===== src/bce_pkg.sv =====
`default_nettype none
package bce_pkg;

  // field and internal widths
  localparam int unsigned CntW   = 13;
  localparam int unsigned LnW    = 22;
  localparam int unsigned AccW   = 40;
  localparam int unsigned NumW   = 64;
  localparam int unsigned DenW   = 44;
  localparam int unsigned LnIters = 30;

  // command codes
  localparam logic [1:0] CMD_FWD   = 2'd0;
  localparam logic [1:0] CMD_PGRAD = 2'd1;
  localparam logic [1:0] CMD_LGRAD = 2'd2;
  localparam logic [1:0] CMD_NONE  = 2'd3;

  // ln(2) in Q.28
  localparam logic [27:0] LN2_Q28 = 28'd186065280;

  // controller to datapath
  typedef struct packed {
    logic cap;
    logic st_a;
    logic st_b;
    logic st_c;
    logic div_go;
    logic out_load;
  } dp_cmd_t;

  // datapath to controller
  typedef struct packed {
    logic ln_done;
    logic div_done;
    logic out_free;
  } dp_stat_t;

endpackage
`default_nettype wire


===== src/bce_ctrl.sv =====
`default_nettype none
module bce_ctrl import bce_pkg::*; (
  input  wire logic       clk_i,
  input  wire logic       rst_ni,
  input  wire logic       in_valid_i,
  input  wire logic [1:0] cmd_i,
  input  wire logic       last_i,
  output logic            in_ready_o,
  input  wire dp_stat_t   stat_i,
  output dp_cmd_t         ctl_o
);

  typedef enum logic [2:0] {
    S_IDLE, S_LN, S_A, S_B, S_C, S_D, S_DIV, S_DONE
  } state_e;

  state_e state_q;
  logic   fwd_q;
  logic   last_q;
  logic   accept;

  assign accept     = in_valid_i && (state_q == S_IDLE);
  assign in_ready_o = (state_q == S_IDLE);

  // command decode
  always_comb begin
    ctl_o          = '0;
    ctl_o.cap      = accept && (cmd_i != CMD_NONE);
    ctl_o.st_a     = (state_q == S_A);
    ctl_o.st_b     = (state_q == S_B);
    ctl_o.st_c     = (state_q == S_C);
    ctl_o.div_go   = (state_q == S_D);
    ctl_o.out_load = (state_q == S_DONE) && stat_i.out_free;
  end

  always_ff @(posedge clk_i or negedge rst_ni) begin
    if (!rst_ni) begin
      state_q <= S_IDLE;
      fwd_q   <= 1'b0;
      last_q  <= 1'b0;
    end else begin
      case (state_q)
        S_IDLE: begin
          if (accept && cmd_i != CMD_NONE) begin
            fwd_q   <= (cmd_i == CMD_FWD);
            last_q  <= last_i;
            state_q <= S_LN;
          end
        end
        S_LN: begin
          if (stat_i.ln_done) state_q <= S_A;
        end
        S_A: state_q <= S_B;
        S_B: state_q <= S_C;
        S_C: begin
          // forward word without last only updates the sum
          if (fwd_q && !last_q) state_q <= S_IDLE;
          else state_q <= S_D;
        end
        S_D: state_q <= S_DIV;
        S_DIV: begin
          if (stat_i.div_done) state_q <= S_DONE;
        end
        S_DONE: begin
          if (stat_i.out_free) state_q <= S_IDLE;
        end
        default: state_q <= S_IDLE;
      endcase
    end
  end

endmodule
`default_nettype wire


===== config.mk =====
export PLATFORM = sky130hd
export DESIGN_NAME = bce_ctrl
export DESIGN_NICKNAME = d
export VERILOG_FILES = /design/src/bce_pkg.sv /design/src/bce_ctrl.sv
export SDC_FILE = /design/constraint.sdc
export NUM_CORES = 1
export LEC_CHECK = 0
export ABC_AREA = 1
export CAP_MARGIN = 20
export CORE_AREA = 3 3 40 42
export CTS_BUF_LIST = sky130_fd_sc_hd__clkbuf_2 sky130_fd_sc_hd__clkbuf_4 sky130_fd_sc_hd__clkbuf_8
export CTS_CLUSTER_DIAMETER = 40
export DETAILED_ROUTE_END_ITERATION = 16
export DIE_AREA = 0 0 43 45
export DONT_BUFFER_PORTS = 1
export REMOVE_ABC_BUFFERS = 1
export SLEW_MARGIN = 20
export SYNTH_ARGS = -nofsm -noshare
export SYNTH_HDL_FRONTEND = slang
export SYNTH_SLANG_ARGS = --single-unit

===== constraint.sdc =====
create_clock -name clk_i -period 1.7 [get_ports clk_i]
set_clock_uncertainty 0.2 [all_clocks]
set_input_delay 0.085 -clock clk_i [delete_from_list [all_inputs] [get_ports clk_i]]
set_output_delay 0.085 -clock clk_i [all_outputs]
set_load 0.01 [all_outputs]

==> flow_summary.json <==
{
  "status": "complete, no violations",
  "clk_latency_ns": 0.24,
  "chipHeight_um": 45,
  "syn_to_final_growth_pct": 31.00,
  "ir_drop_mv": 0.6241,
  "route.detailed.drc": 0,
  "p_int_uw": 422.8,
  "tns_ns": 0,
  "clockBufferDepth": 2,
  "wl_per_cell_um": 10.98,
  "synth_common_cells": "nand2_1 (14), inv_1 (9), nor2_1 (6)",
  "dr.pass1.iters": 4,
  "hold_viol": 0,
  "vias": 380,
  "clock-sinks": 5,
  "grt_first_pass_wirelength_um": 1559,
  "max_slew_margin_pct": 83.55,
  "layout-drive-gt1-share_pct": 27.54,
  "slew_violations": 0,
  "worst_pin_slew_ns": 0.2445,
  "synth.distinct_cells": 16,
  "rows": 13,
  "end_kind": "output port",
  "place_congestion": 0.7840,
  "synth_top_area_share_pct": 33.33,
  "start_kind": "register",
  "worstPathArrival_ns": 1.24,
  "crit_path_max_fanout": 7,
  "max_freq_ghz": 0.6572,
  "p_leak_uw": 0.0002812,
  "grt_max_degree": 8,
  "ys_async_sr_fraction_pct": 100.0,
  "rsz0062_at_grt": "no",
  "grt_pass1_vias": 389,
  "routed_wl_um": 922,
  "core_area_um2": 1285,
  "netSwitchingPower_uw": 367.8,
  "cts-resized-gates": 0,
  "powerDensity_nw_per_um2": 1608,
  "cts_tree": "yes",
  "post-place-cells": 74,
  "crit_type": "register to output port",
  "ys_ff_latch": 5,
  "ctsHtreeMaxLevel": 1,
  "finalSetupViolations": 0,
  "p_sw_share_pct": 46.52,
  "die-area_um2": 1935,
  "antenna_found_initial": 0,
  "antenna_cells": 0,
  "period_share_pct": 89.51,
  "hpwl_um": 675.1,
  "ys.flop_type": "dfrtp_1",
  "grt_usage_pct": 10.87,
  "start_util_pct": 29.21,
  "synthDominantAreaCellType": "dfrtp_1",
  "synth_area_leaders": "dfrtp_1 (33%), nand2_1 (14%), inv_1 (9.0%)",
  "ys_seq_area_share_pct": 33.33,
  "hold_path_class": "input pin to register",
  "synth.avg_cell_area_um2": 6.472,
  "synthCells": 58,
  "worst_ep_required_time_ns": 1.41,
  "clock_tree.root_cell": "clkbuf_4",
  "pwr-share-comb_pct": 51.2,
  "io_pins": 16,
  "ys_warn_count": 0,
  "overflow": 0,
  "pwr-share-seq_pct": 29.9,
  "maxCapViolations": 0,
  "finalNetCount": 79,
  "ant_nets": 0,
  "yosysMostFrequentCell": "nand2_1",
  "clk_pin_slew_ns": 0.04,
  "syn-cell-area_um2": 375.4,
  "min_period_ns": 1.522,
  "cts_buffers": 3,
  "clock_power_share_pct": 18.9,
  "port-buffer-count": 0,
  "synth_edf_count": 0,
  "finalNonFillerCells": 84,
  "die-width_um": 43,
  "drt_iter0_markers": 10,
  "viasPerCell": 4.524
}
## what timing repair did
action,CTS,global route
buffers inserted,0,0
hold buffers,6,0
endpoints found under the hold margin,10,0
## area by class of cell
cell class	count	area, um2
Clock buffer	4	30.03
Fill cell	144	793.3
Inverter	14	52.55
Multi-Input combinational cell	39	197.7
Sequential cell	5	125.1
Tap cell	15	18.77
Timing Repair Buffer	7	67.56
## critical path: stages, from the launching register on
cell and delay (ns):
dfrtp_1 0.47, inv_2 0.11, nor4_1 0.25, buf_4 0.17
## flip-flops by register name, summed over array words and instances (netlist names)
register,count
last_q,1
fwd_q,1
state_q,3
## placed cells by master (no fill, tap or decap), types with 2 or more instances in the layout
cell type and instances:
nand2_1 14, inv_1 9, nor2_1 6, dlygate4sd3_1 6, inv_2 5, dfrtp_1 5, nand3_1 4, clkbuf_4 4
nor2_2 3, nand3_2 2, nand4_1 2, or2_2 2
## stage by stage
stage | power (uW) | util [%] | worst slack (ns) | cell area [um2] | hold slack [ns]
finish | 790.7 | 38.27 | 0.1783 | 491.7 | 0.01827
global route | 871.9 | 38.27 | 0.09877 | 491.7 | 0.04017
CTS | 791.9 | 38.27 | 0.1684 | 491.7 | 0.009131
detailed placement | 621.6 | 31.26 | 0.3139 | 401.6 | -0.4105
global placement | 619.9 | 31.26 | 0.3448 | 401.6 | -0.4105
floorplan | 551.0 | - | 0.4107 | 375.4 | -0.4106
## power by group through the flow
| stage | clock (uW) | sequential [uW] | combinational (uW) |
|---|---|---|---|
| floorplan | 0 | 224 | 327 |
| global placement | 0 | 234 | 386 |
| detailed placement | 0 | 236 | 386 |
| CTS | 154 | 234 | 404 |
| global route | 161 | 243 | 467 |
| finish | 150 | 236 | 405 |
## metal layers
layer,global-route usage (%),up-vias,part of all wire (%)
met3,4.382,0,4.8
met4,3.614,0,0
met5,0,-,0
met1,11.95,175,46
li1,-,197,-
met2,19.16,8,49
## kinds of logic after synthesis
| group | after synthesis | synth area share [%] |
|---|---|---|
| buffers and inverters | 14 | 14.00 |
| AO/OA/AOI/OAI | 4 | 6.999 |
| AND/OR/NAND/NOR | 35 | 45.67 |
| flip-flops | 5 | 33.33 |
## final timing paths
kind / from / to / slack [ns] / cells past startpoint
worst max-delay path: state_q[2]$_DFFE_PN0P_ / ctl_o[0] / 0.18 / 3
min in group asynchronous: rst_ni / fwd_q$_DFFE_PN0P_ / 0.50 / 2
worst min-delay path: stat_i[0] / state_q[2]$_DFFE_PN0P_ / 0.02 / 5
worst max register to register: state_q[0]$_DFFE_PN0P_ / last_q$_DFFE_PN0P_ / 0.31 / 7
worst min register to register: fwd_q$_DFFE_PN0P_ / fwd_q$_DFFE_PN0P_ / 0.29 / 2
max in group asynchronous: rst_ni / state_q[1]$_DFFE_PN0P_ / 0.59 / 2
Power figures use the tool's default switching activity.
